## src/hdl/rnmtf_pkg.sv

```systemverilog
`default_nettype none
package rnmtf_pkg;

    // Default sizes
    localparam int ENTRIES_DEF    = 8;
    localparam int NAME_CHARS_DEF = 8;

    // Command codes
    localparam logic [1:0] CMD_USE    = 2'd0;
    localparam logic [1:0] CMD_APPEND = 2'd1;
    localparam logic [1:0] CMD_READ   = 2'd2;
    localparam logic [1:0] CMD_NOP    = 2'd3;

    // Status codes
    localparam logic [1:0] ST_OK    = 2'd0;
    localparam logic [1:0] ST_EMPTY = 2'd1;
    localparam logic [1:0] ST_FULL  = 2'd2;
    localparam logic [1:0] ST_RANGE = 2'd3;

    typedef struct packed {
        logic [1:0]  cmd;
        logic [63:0] name_bytes;
        logic [2:0]  entry_index;
    } t_in;

    typedef struct packed {
        logic [1:0]  status;
        logic        hit;
        logic [2:0]  hit_position;
        logic        dropped;
        logic [3:0]  entry_count;
        logic [63:0] entry_name;
    } t_out;

    typedef enum logic [3:0] {
        S_IDLE,
        S_SCAN_RD,
        S_SCAN_CMP,
        S_SHIFT_RD,
        S_SHIFT_WR,
        S_FRONT,
        S_APPEND,
        S_READ_RD,
        S_READ_WAIT,
        S_DONE
    } t_state;

    typedef enum logic [1:0] {
        RD_SCAN,
        RD_SHIFT,
        RD_INDEX
    } t_rd_sel;

    typedef enum logic [1:0] {
        WR_SHIFT,
        WR_FRONT,
        WR_APPEND
    } t_wr_sel;

    // Commands from controller to datapath
    typedef struct packed {
        logic    load;
        logic    rd_en;
        t_rd_sel rd_sel;
        logic    wr_en;
        t_wr_sel wr_sel;
        logic    scan_inc;
        logic    ptr_dec;
        logic    hit;
        logic    miss;
        logic    capture;
    } t_ctl;

    // Status from datapath to controller
    typedef struct packed {
        logic [1:0] in_cmd;
        logic       in_empty;
        logic       full;
        logic       in_idx_bad;
        logic       scan_end;
        logic       match;
        logic       ptr_zero;
    } t_sts;

    // Fold ASCII upper case letters to lower case, byte by byte
    function automatic logic [63:0] fold_case(input logic [63:0] v);
        logic [63:0] r;
        logic [7:0]  b;
        r = '0;
        for (int i = 0; i < 8; i++) begin
            b = v[8*i +: 8];
            if (b >= 8'h41 && b <= 8'h5A) begin
                b = b + 8'h20;
            end
            r[8*i +: 8] = b;
        end
        return r;
    endfunction

endpackage
`default_nettype wire

```

## src/hdl/rnmtf_ctrl.sv

```systemverilog
`default_nettype none
module rnmtf_ctrl
    import rnmtf_pkg::*;
(
    input  wire logic i_clk,
    input  wire logic i_rst_n,
    input  wire logic i_start,
    input  wire t_sts i_sts,
    output t_ctl      o_ctl,
    output logic      o_busy,
    output logic      o_strobe
);

    t_state r_state, n_state;

    // Hold state
    always_ff @(posedge i_clk) begin
        if (!i_rst_n) begin
            r_state <= S_IDLE;
        end else begin
            r_state <= n_state;
        end
    end

    // Sequence each command
    always_comb begin
        n_state = r_state;
        o_ctl   = '0;
        o_ctl.rd_sel = RD_SCAN;
        o_ctl.wr_sel = WR_SHIFT;
        case (r_state)
            S_IDLE: begin
                if (i_start) begin
                    o_ctl.load = 1'b1;
                    case (i_sts.in_cmd)
                        CMD_USE:    n_state = i_sts.in_empty ? S_DONE : S_SCAN_RD;
                        CMD_APPEND: n_state = (i_sts.in_empty || i_sts.full) ? S_DONE
                                                                             : S_APPEND;
                        CMD_READ:   n_state = i_sts.in_idx_bad ? S_DONE : S_READ_RD;
                        default:    n_state = S_DONE;
                    endcase
                end
            end
            S_SCAN_RD: begin
                if (i_sts.scan_end) begin
                    o_ctl.miss = 1'b1;
                    n_state    = S_SHIFT_RD;
                end else begin
                    o_ctl.rd_en  = 1'b1;
                    o_ctl.rd_sel = RD_SCAN;
                    n_state      = S_SCAN_CMP;
                end
            end
            S_SCAN_CMP: begin
                if (i_sts.match) begin
                    o_ctl.hit = 1'b1;
                    n_state   = S_SHIFT_RD;
                end else begin
                    o_ctl.scan_inc = 1'b1;
                    n_state        = S_SCAN_RD;
                end
            end
            S_SHIFT_RD: begin
                if (i_sts.ptr_zero) begin
                    n_state = S_FRONT;
                end else begin
                    o_ctl.rd_en  = 1'b1;
                    o_ctl.rd_sel = RD_SHIFT;
                    n_state      = S_SHIFT_WR;
                end
            end
            S_SHIFT_WR: begin
                o_ctl.wr_en   = 1'b1;
                o_ctl.wr_sel  = WR_SHIFT;
                o_ctl.ptr_dec = 1'b1;
                n_state       = S_SHIFT_RD;
            end
            S_FRONT: begin
                o_ctl.wr_en  = 1'b1;
                o_ctl.wr_sel = WR_FRONT;
                n_state      = S_DONE;
            end
            S_APPEND: begin
                o_ctl.wr_en  = 1'b1;
                o_ctl.wr_sel = WR_APPEND;
                n_state      = S_DONE;
            end
            S_READ_RD: begin
                o_ctl.rd_en  = 1'b1;
                o_ctl.rd_sel = RD_INDEX;
                n_state      = S_READ_WAIT;
            end
            S_READ_WAIT: begin
                o_ctl.capture = 1'b1;
                n_state       = S_DONE;
            end
            S_DONE: begin
                n_state = S_IDLE;
            end
            default: begin
                n_state = S_IDLE;
            end
        endcase
    end

    assign o_busy   = (r_state != S_IDLE);
    assign o_strobe = (r_state == S_DONE);

endmodule
`default_nettype wire

```

## src/hdl/rnmtf_dp.sv

```systemverilog
`default_nettype none
module rnmtf_dp
    import rnmtf_pkg::*;
#(
    parameter int ENTRIES    = ENTRIES_DEF,
    parameter int NAME_CHARS = NAME_CHARS_DEF
) (
    input  wire logic i_clk,
    input  wire logic i_rst_n,
    input  wire t_in  i_item,
    input  wire t_ctl i_ctl,
    output t_sts      o_sts,
    output t_out      o_result
);

    localparam int AW = (ENTRIES > 1) ? $clog2(ENTRIES) : 1;
    localparam int CW = $clog2(ENTRIES + 1);
    localparam logic [CW-1:0]   FULL_COUNT = CW'(ENTRIES);
    localparam logic [CW+2:0]   ENT_EXT    = (CW + 3)'(ENTRIES);

    logic [63:0]   r_mem [ENTRIES];
    logic [63:0]   r_rdata;
    logic [CW-1:0] r_count;
    logic [CW-1:0] r_ptr;
    logic [63:0]   r_name;
    logic [63:0]   r_keep;
    logic [2:0]    r_idx;
    logic [1:0]    r_status;
    logic          r_hit;
    logic [2:0]    r_hpos;
    logic          r_dropped;
    logic [63:0]   r_rd_name;

    logic [63:0]   in_name;
    logic          in_empty;
    logic          full;
    logic          in_idx_bad;
    logic [1:0]    load_status;
    logic [CW+2:0] idx_ext;
    logic [CW+2:0] cnt_ext;
    logic [CW+2:0] ptr_ext;
    logic [AW+2:0] idx_addr_ext;
    logic [AW-1:0] rd_addr;
    logic [AW-1:0] wr_addr;
    logic [63:0]   wr_data;
    logic [CW-1:0] miss_count;

    // Cut the name at its first zero byte and at the character limit
    always_comb begin
        logic keep_on;
        keep_on = 1'b1;
        in_name = '0;
        for (int i = 0; i < 8; i++) begin
            if (i >= NAME_CHARS || i_item.name_bytes[8*i +: 8] == 8'h00) begin
                keep_on = 1'b0;
            end
            if (keep_on) begin
                in_name[8*i +: 8] = i_item.name_bytes[8*i +: 8];
            end
        end
    end

    assign in_empty   = (in_name == 64'd0);
    assign full       = (r_count == FULL_COUNT);
    assign idx_ext    = {{CW{1'b0}}, i_item.entry_index};
    assign cnt_ext    = {3'b000, r_count};
    assign ptr_ext    = {3'b000, r_ptr};
    assign in_idx_bad = (idx_ext >= cnt_ext) || (idx_ext >= ENT_EXT);
    assign miss_count = full ? r_count : r_count + CW'(1);

    // Pick the status a command reports when it is taken
    always_comb begin
        case (i_item.cmd)
            CMD_USE:    load_status = in_empty ? ST_EMPTY : ST_OK;
            CMD_APPEND: load_status = in_empty ? ST_EMPTY : (full ? ST_FULL : ST_OK);
            CMD_READ:   load_status = in_idx_bad ? ST_RANGE : ST_OK;
            default:    load_status = ST_OK;
        endcase
    end

    // Select the read address
    assign idx_addr_ext = {{AW{1'b0}}, r_idx};
    always_comb begin
        case (i_ctl.rd_sel)
            RD_SCAN:  rd_addr = r_ptr[AW-1:0];
            RD_SHIFT: rd_addr = r_ptr[AW-1:0] - AW'(1);
            RD_INDEX: rd_addr = idx_addr_ext[AW-1:0];
            default:  rd_addr = r_ptr[AW-1:0];
        endcase
    end

    // Select the write address and data
    always_comb begin
        case (i_ctl.wr_sel)
            WR_SHIFT: begin
                wr_addr = r_ptr[AW-1:0];
                wr_data = r_rdata;
            end
            WR_FRONT: begin
                wr_addr = '0;
                wr_data = r_keep;
            end
            WR_APPEND: begin
                wr_addr = r_count[AW-1:0];
                wr_data = r_name;
            end
            default: begin
                wr_addr = r_ptr[AW-1:0];
                wr_data = r_rdata;
            end
        endcase
    end

    // Entry memory: one write and one registered read port
    always_ff @(posedge i_clk) begin
        if (i_ctl.wr_en) begin
            r_mem[wr_addr] <= wr_data;
        end
        if (i_ctl.rd_en) begin
            r_rdata <= r_mem[rd_addr];
        end
    end

    // Track the fill count
    always_ff @(posedge i_clk) begin
        if (!i_rst_n) begin
            r_count <= '0;
        end else if (i_ctl.miss) begin
            r_count <= miss_count;
        end else if (i_ctl.wr_en && i_ctl.wr_sel == WR_APPEND) begin
            r_count <= r_count + CW'(1);
        end
    end

    // Latch the command, walk the pointer and collect result fields
    always_ff @(posedge i_clk) begin
        if (i_ctl.load) begin
            r_name    <= in_name;
            r_idx     <= i_item.entry_index;
            r_ptr     <= '0;
            r_status  <= load_status;
            r_hit     <= 1'b0;
            r_hpos    <= 3'd0;
            r_dropped <= 1'b0;
            r_rd_name <= 64'd0;
        end else begin
            if (i_ctl.scan_inc) begin
                r_ptr <= r_ptr + CW'(1);
            end
            if (i_ctl.ptr_dec) begin
                r_ptr <= r_ptr - CW'(1);
            end
            if (i_ctl.hit) begin
                r_hit  <= 1'b1;
                r_hpos <= ptr_ext[2:0];
                r_keep <= r_rdata;
            end
            if (i_ctl.miss) begin
                r_dropped <= full;
                r_ptr     <= miss_count - CW'(1);
                r_keep    <= r_name;
            end
            if (i_ctl.capture) begin
                r_rd_name <= r_rdata;
            end
        end
    end

    assign o_sts.in_cmd     = i_item.cmd;
    assign o_sts.in_empty   = in_empty;
    assign o_sts.full       = full;
    assign o_sts.in_idx_bad = in_idx_bad;
    assign o_sts.scan_end   = (r_ptr == r_count);
    assign o_sts.match      = (fold_case(r_rdata) == fold_case(r_name));
    assign o_sts.ptr_zero   = (r_ptr == '0);

    assign o_result.status       = r_status;
    assign o_result.hit          = r_hit;
    assign o_result.hit_position = r_hpos;
    assign o_result.dropped      = r_dropped;
    assign o_result.entry_count  = cnt_ext[3:0];
    assign o_result.entry_name   = r_rd_name;

endmodule
`default_nettype wire

```

## src/hdl/recent_name_move_to_front_list_core.sv

```systemverilog
`default_nettype none
// Channel   Handshake                  Payload
// command   i_start, o_busy            i_item   (t_in)
// result    o_strobe (one cycle)       o_result (t_out)
//
// A command is taken at a clock edge with i_start high and o_busy low.
// Use compares entries from the front, reading and comparing each; on a hit it shifts the
// entries ahead of the match back one place, on a miss all of them, then writes the front.
// Append writes one entry, read fetches one; an ignored command leaves the memory alone.
// Synchronous active-low reset empties the list; no clearing pass is needed.
// The result beat is shown on o_strobe for one cycle; the receiver cannot stall it.
module recent_name_move_to_front_list_core
    import rnmtf_pkg::*;
#(
    parameter int ENTRIES    = ENTRIES_DEF,
    parameter int NAME_CHARS = NAME_CHARS_DEF
) (
    input  wire logic i_clk,
    input  wire logic i_rst_n,
    input  wire logic i_start,
    input  wire t_in  i_item,
    output logic      o_busy,
    output logic      o_strobe,
    output t_out      o_result
);

    t_ctl ctl;
    t_sts sts;

    rnmtf_ctrl u_ctrl (
        .i_clk    (i_clk),
        .i_rst_n  (i_rst_n),
        .i_start  (i_start),
        .i_sts    (sts),
        .o_ctl    (ctl),
        .o_busy   (o_busy),
        .o_strobe (o_strobe)
    );

    rnmtf_dp #(
        .ENTRIES    (ENTRIES),
        .NAME_CHARS (NAME_CHARS)
    ) u_dp (
        .i_clk    (i_clk),
        .i_rst_n  (i_rst_n),
        .i_item   (i_item),
        .i_ctl    (ctl),
        .o_sts    (sts),
        .o_result (o_result)
    );

endmodule
`default_nettype wire
```

## config.mk

```make
export PLATFORM = sky130hd
export DESIGN_NAME = recent_name_move_to_front_list_core
export DESIGN_NICKNAME = d
export VERILOG_FILES = /design/src/hdl/rnmtf_pkg.sv /design/src/hdl/rnmtf_ctrl.sv /design/src/hdl/rnmtf_dp.sv /design/src/hdl/recent_name_move_to_front_list_core.sv
export SDC_FILE = /design/constraint.sdc
export NUM_CORES = 1
export LEC_CHECK = 0
export ABC_AREA = 1
export BUFFER_PORTS_ARGS = -buffer_cell sky130_fd_sc_hd__clkbuf_2
export CORE_MARGIN = 4
export CORE_UTILIZATION = 40
export DETAILED_ROUTE_END_ITERATION = 10
export GPL_TIMING_DRIVEN = 0
export SLEW_MARGIN = 10
export SYNTH_ARGS = -nofsm -noshare
export SYNTH_HDL_FRONTEND = slang
export SYNTH_SLANG_ARGS = --single-unit
```

## constraint.sdc

```tcl
create_clock -name i_clk -period 4.95 [get_ports i_clk]
set_input_delay 0.99 -clock i_clk [delete_from_list [all_inputs] [get_ports i_clk]]
set_output_delay 0.99 -clock i_clk [all_outputs]
set_load 0.005 [all_outputs]
```

==> results.md <==
- Hold Vio Cnt, Final: 0
- DRT Wirelength: 109,000 µm
- Max-cap violations: 0
- Setup TNS: 0 ns
- Die Ht: 300 µm
- Fill count: 7,657
- Met2 Use GR: 0.350
- Synthesized cell area: 34,200 µm²
- Boundary Pins: 149
- Largest family of logic cells by synthesized area: compound AO/OA/AOI/OAI gates
- Synth Area in Compound Gates: 0.150
- Pleak: 0.0145 µW
- Proportion of synthesized area in mux cells: 0
- Warnings from Yosys: 0
- Initial antenna violation count: 3
- Vias: 25.2k
- CTS buffer count: 84
- FMAX: 0.232 GHz
- Primary FF master, synth: edfxtp_1
- Status: completed
- CTS resizes: 0
- Yosys reg bits: 790
- GPL Wtd Cong: 0.938
- DRC violations left: 0
- Share of layout cells above drive strength 1: 0.112
- Synth Area in Adders: 0.0119
- Slew Limit Fails: 0
- Synth Area in XOR/XNOR: 0.00794
- Number of global-route vias before repair: 23.3k
- Nature of the critical path endpoint: flip-flop
- IR drop worst, VDD: 0.282 mV
- Worst EP required: 5.36 ns
- CTS max path bufs: 3
- Setup Buffers After CTS: 0
- Avg Inst Size Synth: 11.1 µm²
- Minimum clock period: 4.31 ns
- Post-Synthesis Cells: 3,084
- Die width: 300 µm
- Worst setup path class: reg2reg
- Port Buffers: 148
- CTS H-tree depth: 3
- Simple-Gate Fraction of Synth Area: 0.111
- Antenna violation net count after detailed routing: 0
- Post-synth ARST share: 0
- Relative slew slack: 0.161
- Num Clock Sinks: 790
- DR pass1 iterations: 8
- Final setup fails: 0
- Post-synth EDFFs: 709
- Met1 Track Usage GR: 0.344
- CP Max Fanout: 10
- GR peak layer: met2
- Hold/Removal Path Class: reg2reg
- PD cells: 608 nW/µm²
- Yosys cell types: 49
- Global-route wire length before repair: 157,000 µm
- Site row count: 106
- Unrepaired setup endpoints after global routing: false
- Synth-to-layout area growth: 16.2%
- Worst-margin pin slew: 1.26 ns
- Initial DRC Count: 2,989
- Setup WS post-layout: 0.639 ns
- Post-synth net total: 3,188
- Dpl hpwl: 76,500 µm
- Initial core utilization: 0.406
- Register area share after synthesis: 0.670
- Pin count of the biggest net entering global routing: 48
- Clock Skews: 0.0249 ns
- Final Net Count: 3,445
- Clk_lat worst skew: 0.65 ns
- Vias per cell: 5.54
- CTS root buf: clkbuf_16
- DR WL/cell: 24.0 µm
- Global route overflow: 0
- Clock Pin Slew Worst Setup and Hold Paths: 0.06 ns
- Critical path launch point type: flip-flop
- Core Region: 84,200 µm²
- TritonCTS clock tree: yes
- Met3 Use GR: 0.0588
- Die area: 90,200 µm²
- Worst EP arrival: 4.72 ns
- Hold_buf cts: 0
- Period utilization: 0.871
- GRT Overall Usage: 0.237
- Dpl ws: 0.799 ns
-- per-layer routing --
metal	part of all wire	vias up
li1	-	11500
met1	0.43	12200
met3	0.11	184
met2	0.43	1314
met5	0.000073	-
met4	0.031	2
-- synthesized netlist by cell type (2+ instances only) --
cell      instances  area, µm²
edfxtp_1        709      21300
o21ai_0         401       2010
nand2_1         400       1500
nor2_1          382       1430
inv_1           244        916
a21oi_1         140        701
clkbuf_1        131        492
o21bai_1        129        968
dfxtp_1          81       1620
o22ai_1          65        407
a31oi_1          64        400
a22oi_1          63        473
nand3_1          49        245
ha_1             31        388
buf_2            28        140
xnor2_1          26        228
nand4_1          21        131
nor3_1           20        100
o21ai_1          13       65.1
nand3_2          12        120
inv_2            11       41.3
buf_1            10       37.5
nor4_1            9       56.3
xor2_1            5       43.8
nor3b_2           4       50.1
buf_4             3       22.5
nor2_2            3       18.8
nor2_4            3       33.8
nor3_2            3       30.0
nand2_2           2       12.5
nand4_2           2       25.0
o211ai_1          2       15.0
or2_2             2       12.5
-- worst paths after layout --
kind	startpoint	end	slack [ns]	depth (start not counted)
max	u_dp.r_ptr[0]	u_dp.r_rdata[1]	0.64	17
min	u_dp.r_hit	u_dp.r_hit	0.45	2
max reg2reg	u_dp.r_ptr[0]	u_dp.r_rdata[1]	0.64	17
min reg2reg	u_dp.r_hit	u_dp.r_hit	0.45	2
-- cell type report --
cell class                      count  area, µm²  area share
Clock inverter                     44        433      0.0109
Inverter                          256        963      0.0243
Buffer                            172        693      0.0175
Sequential cell                   790      22900       0.577
Tap cell                         1134       1420      0.0357
Timing Repair Buffer              171       1240      0.0312
Multi-Input combinational cell   1866       9690       0.244
Clock buffer                      112       2340      0.0590
Antenna cell                        2       5.00    0.000126
-- power by group --
part	total, µW	internal [µW]	switching, µW	leakage (µW)
sequential	10000	9130	894	0.00709
combinational	7740	2220	5530	0.00607
clock	6380	3710	2670	0.00135
-- flip-flops by register name (all words and copies together) (netlist names) --
register        count
u_dp.r_rd_name     64
u_dp.r_idx          3
u_dp.r_ptr          4
u_dp.r_hit          1
u_dp.r_status       2
u_dp.r_dropped      1
u_dp.r_hpos         3
u_dp.r_count        4
u_dp.r_keep        64
u_ctrl.r_state      4
u_dp.r_mem        512
u_dp.r_rdata       64
u_dp.r_name        64
-- metrics by stage --
stage | power (µW) | hold WS, ns | util | std cells | instance area [µm²]
after floorplan | 14300 | 0.430 | - | 3084 | 34200
final | 24100 | 0.450 | 0.471 | 4547 | 39700
after CTS | 24100 | 0.452 | 0.471 | 4545 | 39700
after global routing | 25300 | 0.487 | 0.471 | 4545 | 39700
after detailed placement | 17700 | 0.443 | 0.438 | 4389 | 36900
after global placement | 17600 | 0.438 | 0.431 | 4366 | 36300
-- placed cells by master, fill, tap and decap left out, drive strengths merged, types with 3 or more instances in the layout --
master and instances:
clkinvlp 3, nand2 403, edfxtp 709, or2 4, o21ai 415, ha 31, a22oi 63, nand4 23
o22ai 65, buf 64, o21bai 129, bufinv 7, nor4 9, nor3 23, a31oi 65, xnor2 26
nor2 388, a21oi 141, inv 258, dfxtp 81, clkinv 32, clkbuf 391, nor3b 5, xor2 5
nand3 61
-- cell families (layout without fill, tap and decap cells) --
logic type / Yosys count / after routing
buffers and inverters: 428 / 755
AND/OR/NAND/NOR: 916 / 916
other: 0 / 2
adder cells (fa/ha/maj): 32 / 32
AO/OA/AOI/OAI: 887 / 887
XOR/XNOR: 31 / 31
flip-flops: 790 / 790
-- critical path: stages (launching register included) --
cell      delay (ns)
dfxtp_1         0.50
inv_2           0.12
ha_1            0.23
nand2_1         0.08
nor2_1          0.05
inv_1           0.06
nand2_1         0.11
ha_1            0.35
inv_1           0.09
o211ai_1        0.11
nand2_1         0.30
inv_1           0.20
buf_2           0.50
clkbuf_1        0.62
o21ai_0         0.17
o22ai_1         0.15
nor2_1          0.06
a31oi_1         0.37
Power figures use the tool's default switching activity.
